`src/rtl/ttm_pkg.sv`:
```
// package: types, constants and helpers of the trigger timestamp matcher
package ttm_pkg;

    localparam int RING_DEPTH = 16;
    localparam int IDX_W      = $clog2(RING_DEPTH);
    localparam int CNT_W      = $clog2(RING_DEPTH + 1);
    localparam int STAMP_W    = 63;
    localparam int ENTRY_W    = 2 * STAMP_W;
    localparam int CODE_W     = 2;
    localparam int CFG_IDX_W  = 1;

    localparam logic [CFG_IDX_W-1:0] CFG_MATCH_TOL = 1'b0;
    localparam logic [CFG_IDX_W-1:0] CFG_MAX_WAIT  = 1'b1;

    localparam logic [STAMP_W-1:0] TOL_RESET  = STAMP_W'(64'd1000000);
    localparam logic [STAMP_W-1:0] WAIT_RESET = STAMP_W'(64'd1000000000);

    typedef logic [STAMP_W-1:0] t_stamp;
    typedef logic [IDX_W-1:0]   t_idx;
    typedef logic [CNT_W-1:0]   t_cnt;

    typedef enum logic [CODE_W-1:0] {
        CODE_STORED  = 2'd0,
        CODE_REFUSED = 2'd1,
        CODE_HELD    = 2'd2,
        CODE_FWD     = 2'd3
    } t_code;

    function automatic t_stamp abs_diff(input t_stamp a, input t_stamp b);
        t_stamp d_ab;
        t_stamp d_ba;
        d_ab = a - b;
        d_ba = b - a;
        return (a >= b) ? d_ab : d_ba;
    endfunction

    function automatic t_idx next_idx(input t_idx i);
        return (i == IDX_W'(RING_DEPTH - 1)) ? '0 : i + 1'b1;
    endfunction

endpackage

```
`src/rtl/ttm_ram.sv`:
```
// generic single write port ram with registered read
module ttm_ram #(
    parameter int WIDTH = 8,
    parameter int DEPTH = 16
) (
    input  logic                     i_clk,
    input  logic                     i_we,
    input  logic [$clog2(DEPTH)-1:0] i_waddr,
    input  logic [WIDTH-1:0]         i_wdata,
    input  logic [$clog2(DEPTH)-1:0] i_raddr,
    output logic [WIDTH-1:0]         o_rdata
);

    logic [WIDTH-1:0] r_mem [DEPTH];
    logic [WIDTH-1:0] r_rdata;

    always_ff @(posedge i_clk) begin
        if (i_we) begin
            r_mem[i_waddr] <= i_wdata;
        end
        r_rdata <= r_mem[i_raddr];
    end

    assign o_rdata = r_rdata;

endmodule

```
`src/rtl/trigger_timestamp_matcher_unit.sv`:
```
// top level: event ring in ram, trigger matching sequencer and result register
//
// Timing events (op 0) are appended to a ring of ttm_pkg::RING_DEPTH entries held in one
// synchronous ram; a full ring refuses the event. A trigger (op 1) walks the ring from the
// oldest event, dropping events whose UTC stamp is farther than match_tolerance_ns from the
// trigger stamp, and is forwarded with the precise stamp of the first event within tolerance,
// or with its own stamp if none is. On an empty ring the trigger is held and a wait timer
// starts at now_ns; once the wait exceeds max_wait_ns the trigger is forwarded with its own
// stamp and the late flag. One item is processed at a time: a store passes the start and
// output states, a trigger on an empty ring adds a wait compare step while a wait runs, and
// a trigger that walks the ring repeats the ram read, distance and compare steps for each
// event. A new request is taken once the previous result sits in the output register, even
// while that result is stalled. Configuration writes should be made while the block is idle.
module trigger_timestamp_matcher_unit (
    input  logic                             i_clk,
    input  logic                             i_rst_n,
    input  logic                             i_valid,
    output logic                             o_stall,
    input  logic                             i_op,
    input  logic [ttm_pkg::STAMP_W-1:0]      i_trigger_stamp,
    input  logic [ttm_pkg::STAMP_W-1:0]      i_event_stamp,
    input  logic [ttm_pkg::STAMP_W-1:0]      i_event_utc,
    input  logic [ttm_pkg::STAMP_W-1:0]      i_now_ns,
    output logic                             o_valid,
    input  logic                             i_stall,
    output logic [ttm_pkg::CODE_W-1:0]       o_code,
    output logic [ttm_pkg::STAMP_W-1:0]      o_stamp_out,
    output logic                             o_late_flag,
    input  logic                             i_cfg_we,
    input  logic [ttm_pkg::CFG_IDX_W-1:0]    i_cfg_index,
    input  logic [ttm_pkg::STAMP_W-1:0]      i_cfg_data
);
    import ttm_pkg::*;

    typedef enum logic [6:0] {
        S_IDLE  = 7'b0000001,
        S_START = 7'b0000010,
        S_RD    = 7'b0000100,
        S_DIFF  = 7'b0001000,
        S_CMP   = 7'b0010000,
        S_WCMP  = 7'b0100000,
        S_OUT   = 7'b1000000
    } t_state;

    t_state r_state;
    t_stamp r_tol;
    t_stamp r_max_wait;
    t_idx   r_head;
    t_idx   r_tail;
    t_cnt   r_count;
    logic   r_wait_active;
    t_stamp r_wait_start;

    logic   r_op;
    t_stamp r_trig;
    t_stamp r_ev_stamp;
    t_stamp r_ev_utc;
    t_stamp r_now;
    t_stamp r_diff;

    t_code  r_res_code;
    t_stamp r_res_stamp;
    logic   r_res_late;

    logic   r_out_valid;
    t_code  r_out_code;
    t_stamp r_out_stamp;
    logic   r_out_late;

    logic                 in_accept;
    logic                 out_free;
    logic                 ring_full;
    logic                 ram_we;
    logic [ENTRY_W-1:0]   ram_wdata;
    logic [ENTRY_W-1:0]   ram_rdata;
    t_stamp               ram_stamp;
    t_stamp               ram_utc;
    t_stamp               diff_a;
    t_stamp               diff_b;
    t_stamp               diff_val;

    assign in_accept = i_valid && !o_stall;
    assign out_free  = !r_out_valid || !i_stall;
    assign ring_full = (r_count == CNT_W'(RING_DEPTH));

    // event ring
    assign ram_we    = (r_state == S_START) && !r_op && !ring_full;
    assign ram_wdata = {r_ev_stamp, r_ev_utc};

    ttm_ram #(
        .WIDTH(ENTRY_W),
        .DEPTH(RING_DEPTH)
    ) u_ring (
        .i_clk  (i_clk),
        .i_we   (ram_we),
        .i_waddr(r_tail),
        .i_wdata(ram_wdata),
        .i_raddr(r_head),
        .o_rdata(ram_rdata)
    );

    assign ram_stamp = ram_rdata[ENTRY_W-1:STAMP_W];
    assign ram_utc   = ram_rdata[STAMP_W-1:0];

    // shared distance unit
    assign diff_a   = (r_state == S_DIFF) ? r_trig : r_now;
    assign diff_b   = (r_state == S_DIFF) ? ram_utc : r_wait_start;
    assign diff_val = abs_diff(diff_a, diff_b);

    always_ff @(posedge i_clk) begin
        if (!i_rst_n) begin
            r_state       <= S_IDLE;
            r_tol         <= TOL_RESET;
            r_max_wait    <= WAIT_RESET;
            r_head        <= '0;
            r_tail        <= '0;
            r_count       <= '0;
            r_wait_active <= 1'b0;
            r_wait_start  <= '0;
            r_out_valid   <= 1'b0;
        end else begin
            if (i_cfg_we) begin
                case (i_cfg_index)
                    CFG_MATCH_TOL: r_tol      <= i_cfg_data;
                    CFG_MAX_WAIT:  r_max_wait <= i_cfg_data;
                    default: ;
                endcase
            end

            if (r_state == S_OUT && out_free) begin
                r_out_valid <= 1'b1;
            end else if (r_out_valid && !i_stall) begin
                r_out_valid <= 1'b0;
            end

            case (r_state)
                S_IDLE: begin
                    if (in_accept) begin
                        r_state <= S_START;
                    end
                end
                S_START: begin
                    if (!r_op) begin
                        if (!ring_full) begin
                            r_tail  <= next_idx(r_tail);
                            r_count <= r_count + 1'b1;
                        end
                        r_state <= S_OUT;
                    end else if (r_count == '0) begin
                        if (!r_wait_active) begin
                            r_wait_active <= 1'b1;
                            r_wait_start  <= r_now;
                            r_state       <= S_OUT;
                        end else begin
                            r_state <= S_WCMP;
                        end
                    end else begin
                        r_state <= S_DIFF;
                    end
                end
                S_RD: begin
                    r_state <= S_DIFF;
                end
                S_DIFF: begin
                    r_state <= S_CMP;
                end
                S_CMP: begin
                    r_head  <= next_idx(r_head);
                    r_count <= r_count - 1'b1;
                    if (r_diff <= r_tol) begin
                        r_wait_active <= 1'b0;
                        r_state       <= S_OUT;
                    end else if (r_count == CNT_W'(1)) begin
                        r_state <= S_OUT;
                    end else begin
                        r_state <= S_RD;
                    end
                end
                S_WCMP: begin
                    if (r_diff > r_max_wait) begin
                        r_wait_active <= 1'b0;
                    end
                    r_state <= S_OUT;
                end
                S_OUT: begin
                    if (out_free) begin
                        r_state <= S_IDLE;
                    end
                end
                default: begin
                    r_state <= S_IDLE;
                end
            endcase
        end
    end

    // request capture, distance and result payload
    always_ff @(posedge i_clk) begin
        if (in_accept) begin
            r_op       <= i_op;
            r_trig     <= i_trigger_stamp;
            r_ev_stamp <= i_event_stamp;
            r_ev_utc   <= i_event_utc;
            r_now      <= i_now_ns;
        end

        if (r_state == S_START || r_state == S_DIFF) begin
            r_diff <= diff_val;
        end

        case (r_state)
            S_START: begin
                r_res_late <= 1'b0;
                if (!r_op) begin
                    r_res_code  <= ring_full ? CODE_REFUSED : CODE_STORED;
                    r_res_stamp <= '0;
                end else if (r_count == '0) begin
                    r_res_code  <= CODE_HELD;
                    r_res_stamp <= '0;
                end else begin
                    r_res_code  <= CODE_FWD;
                    r_res_stamp <= r_trig;
                end
            end
            S_CMP: begin
                if (r_diff <= r_tol) begin
                    r_res_stamp <= ram_stamp;
                end else begin
                    r_res_late <= 1'b1;
                end
            end
            S_WCMP: begin
                if (r_diff > r_max_wait) begin
                    r_res_code  <= CODE_FWD;
                    r_res_stamp <= r_trig;
                    r_res_late  <= 1'b1;
                end
            end
            default: ;
        endcase

        if (r_state == S_OUT && out_free) begin
            r_out_code  <= r_res_code;
            r_out_stamp <= r_res_stamp;
            r_out_late  <= r_res_late;
        end
    end

    assign o_stall     = (r_state != S_IDLE) || !i_rst_n;
    assign o_valid     = r_out_valid;
    assign o_code      = r_out_code;
    assign o_stamp_out = r_out_stamp;
    assign o_late_flag = r_out_late;

    a_count_range: assert property (@(posedge i_clk) disable iff (!i_rst_n)
        r_count <= CNT_W'(RING_DEPTH))
        else $error("ring count beyond depth");

    a_ptr_match: assert property (@(posedge i_clk) disable iff (!i_rst_n)
        (r_count == '0 || r_count == CNT_W'(RING_DEPTH)) |-> (r_head == r_tail))
        else $error("head and tail disagree with count");

    a_walk_nonempty: assert property (@(posedge i_clk) disable iff (!i_rst_n)
        (r_state == S_DIFF || r_state == S_CMP || r_state == S_RD) |-> (r_count != '0))
        else $error("ring walk on empty ring");

    a_accept_start: assert property (@(posedge i_clk) disable iff (!i_rst_n)
        in_accept |=> (r_state == S_START))
        else $error("accepted request not started");

    a_idle_payload: assert property (@(posedge i_clk) disable iff (!i_rst_n)
        (o_valid && o_code != CODE_FWD) |-> (o_stamp_out == '0 && !o_late_flag))
        else $error("non forward result carries stamp or flag");

endmodule

```
`config.mk`:
```
export PLATFORM = sky130hd
export DESIGN_NAME = trigger_timestamp_matcher_unit
export DESIGN_NICKNAME = d
export VERILOG_FILES = /design/src/rtl/ttm_pkg.sv /design/src/rtl/ttm_ram.sv /design/src/rtl/trigger_timestamp_matcher_unit.sv
export SDC_FILE = /design/constraint.sdc
export NUM_CORES = 2
export LEC_CHECK = 0
export BUFFER_PORTS_ARGS = -buffer_cell sky130_fd_sc_hd__buf_2
export CORE_MARGIN = 3
export CORE_UTILIZATION = 40
export DETAILED_ROUTE_END_ITERATION = 8
export SETUP_SLACK_MARGIN = 0.4
export SKIP_CTS_REPAIR_TIMING = 1
export SYNTH_ARGS = -nofsm -noshare
export SYNTH_HDL_FRONTEND = slang
export SYNTH_SLANG_ARGS = --single-unit
```
`constraint.sdc`:
```
create_clock -name i_clk -period 14.7 [get_ports i_clk]
set_input_delay 2.94 -clock i_clk [delete_from_list [all_inputs] [get_ports i_clk]]
set_output_delay 2.94 -clock i_clk [all_outputs]
set_load 0.02 [all_outputs]
```
==> out/summary.txt <==
DR WL/cell = 29.6 µm
Worst Max-Slew Pin Slew = 1.13 ns
critical path fanouts, max = 127
Mapped Area = 112,000 µm²
Slew Limit Headroom = 24.5%
CP required = 15.37 ns
die height = 535 µm
commonest non-fill, non-tap cells in the layout = edfxtp_1, mux4_2, nand2_1, buf_2, dfxtp_1
clock-pin slew of the registers on the worst-case setup and hold paths = 0.06 ns
Period minus WS final = 6.82 ns
number of DRC markers in iteration 0 = 5,663
Yosys Warn Count = 0
async set-reset flop share out of synthesis = 0%
Core Footprint = 277,000 µm²
Placed Area = 118,000 µm²
fmax = 147 MHz
max-cap viol count = 0
syn_nets = 6,740
leakage = 41.8 nW
Power Total = 16.7 mW
I/O pin cnt = 390
Max IR drop VDD = 0.0000839 V
total track usage = 21.6%
design area = 128,000 µm²
top post-synthesis cells by area = edfxtp_1, mux4_2, dfxtp_1
clock buffer depth = 4
Initial DRT Pass Iterations = 5
hpwl dp = 191,000 µm
RSZ-0062 raised after global routing = false
# rows = 193
Port Buffers = 389
min-delay worst type = reg -> reg
sequential area share after synthesis = 72.1%
die area = 286,000 µm²
Yosys cell types = 81
pin count of the biggest net entering global routing = 128
nets@finish = 7,198
GP Congestion = 0.919
CTS sink cnt = 2,801
Crit. End Element = flip-flop
DR vias = 58,402
# DRC = 0
layout cells sized above 1 = 23.9%
number of global-route vias before repair = 59,312
most common cell after layout, fill and taps aside = edfxtp_1
CTS buffer count = 297
H-Tree Level Count = 5
first-pass GRT wire length = 443,000 µm
final global-route overflow total = 0
Final Max Tran Viols = 0
crit path kind = reg -> reg
EDFF count, synth = 2,464
top cell type's share of synthesized area = 66.1%
clock root buffer = clkbuf_16
outcome = complete, no violations
Synth area leader = edfxtp_1
initial antenna violation count = 30
Worst-Skew Late Latency = 0.88 ns
Fin. Hold Viols = 0
number of synthesized register bits = 2,801
Power per Cell Area = 130 nW/µm²
Area Growth Syn to Fin = 14.2%
Setup violations, final = 0
fin crit share = 46.4%
DRT antenna net count = 0
fill count = 23,365
Fin Setup TNS = 0 ns
WL final = 313,000 µm
Starting Density = 40.4%
critical path launch point type = flip-flop
Main synth FF type = edfxtp_1
die width = 535 µm
Via density = 5.52
WP data arrival = 7.49 ns
Syn Area/Cell = 18.2 µm²
Synth Instances = 6,157
Setup Skew = 0.0901 ns
CTS tree = yes
-- cells by family after synthesis --
kind of cell | after synthesis | share of synthesized area (%)
muxes | 783 | 14.1
and+or+nand+nor | 829 | 3.27
DFF | 2801 | 72.1
xor gates and xnor gates | 67 | 0.524
adders and majority gates | 261 | 2.93
buffers and inverters | 589 | 2.04
AOI/OAI and AO/OA | 827 | 5.03
-- through the flow --
step	hold WS (ns)	setup WS (ns)	util, %	cells
final	0.413	7.88	46.1	10575
after CTS	0.409	7.90	46.1	10556
after detailed placement	0.405	7.90	42.7	10021
after global placement	0.404	7.91	42.7	10021
after global routing	0.423	7.58	46.1	10557
after floorplan	0.400	3.36	-	6157
-- critical path, stage by stage (launching register included) --
cell and delay, ns:
dfxtp_1 0.33, nor4_1 0.41, nand2b_1 0.26, nor2_4 0.18, buf_12 0.49, mux2_2 0.43, ha_1 0.42, a21oi_1 0.28
o21ai_0 0.21, o2bb2ai_1 0.17, o32a_1 0.39, or3_4 0.36, a31oi_4 0.21, o21ba_2 0.73, buf_4 0.50, mux2_2 0.39
a2111o_1 0.39, o2111ai_1 0.10
-- cell usage after synthesis, types with 10 or more instances --
library cell / n
buf_2: 29
a211oi_1: 17
nand3_1: 29
nor2b_1: 13
mux2_2: 70
o21ai_0: 105
a21boi_0: 174
mux2i_1: 80
and2_1: 16
xor2_1: 21
a21o_1: 101
mux4_2: 630
nor2_1: 112
nor3_1: 41
a31oi_1: 20
buf_1: 47
or3_1: 11
o31ai_1: 10
o21bai_1: 25
xnor2_1: 46
dfxtp_1: 337
ha_1: 259
nand4_1: 62
nand2b_1: 17
a21oi_1: 194
o211ai_1: 33
o21a_1: 18
and3_1: 13
inv_1: 283
nand2_1: 479
clkbuf_1: 220
edfxtp_1: 2464
a22o_1: 63
-- state kept, by name (all words and copies together), names as in the netlist, 2 cells and up --
name / count
u_ring.r_mem: 2016
u_ring.o_rdata: 126
o_stamp_out: 63
r_diff: 63
r_ev_stamp: 63
r_ev_utc: 63
r_max_wait: 63
r_now: 63
r_res_stamp: 63
r_tol: 63
r_trig: 63
r_wait_start: 63
r_state: 7
r_count: 5
r_head: 4
r_tail: 4
o_code: 2
r_res_code: 2
-- path summary, 6_finish.rpt --
path              cells past startpoint                 startpoint                         to  slack [ns]
setup reg to reg                     17    r_state[6]$_SDFFE_PN0P_       r_diff[27]$_DFFE_PP_        7.88
hold / removal                        0  r_res_stamp[44]$_DFFE_PP_  o_stamp_out[44]$_DFFE_PP_        0.41
setup / recovery                     17    r_state[6]$_SDFFE_PN0P_       r_diff[27]$_DFFE_PP_        7.88
hold reg to reg                       0  r_res_stamp[44]$_DFFE_PP_  o_stamp_out[44]$_DFFE_PP_        0.41
-- final cells by class --
| cell class | instances | area [µm²] | area share, % |
|---|---|---|---|
| Timing Repair Buffer | 465 | 2750 | 2.15 |
| Sequential cell | 2801 | 80800 | 63.1 |
| Clock buffer | 395 | 8150 | 6.37 |
| Antenna cell | 19 | 47.5 | 0.0372 |
| Clock inverter | 140 | 1380 | 1.08 |
| Inverter | 283 | 1060 | 0.830 |
| Multi-Input combinational cell | 2767 | 29200 | 22.8 |
| Tap cell | 3705 | 4640 | 3.62 |
-- per-layer routing --
layer  up-vias  routed length (µm)  track usage (%)
met5         -                  69                0
met4        10               15500             8.56
met3       439               16700             3.02
met2      1938              148000             34.8
met1     30717              133000             29.7
li1      25298                   -                -
-- report_power, final --
part,total (mW),switching [mW],internal (mW)
registers,8.87,0.142,8.73
logic,0.456,0.291,0.165
clock network,7.35,3.05,4.30
(Power assumes the default switching activity.)
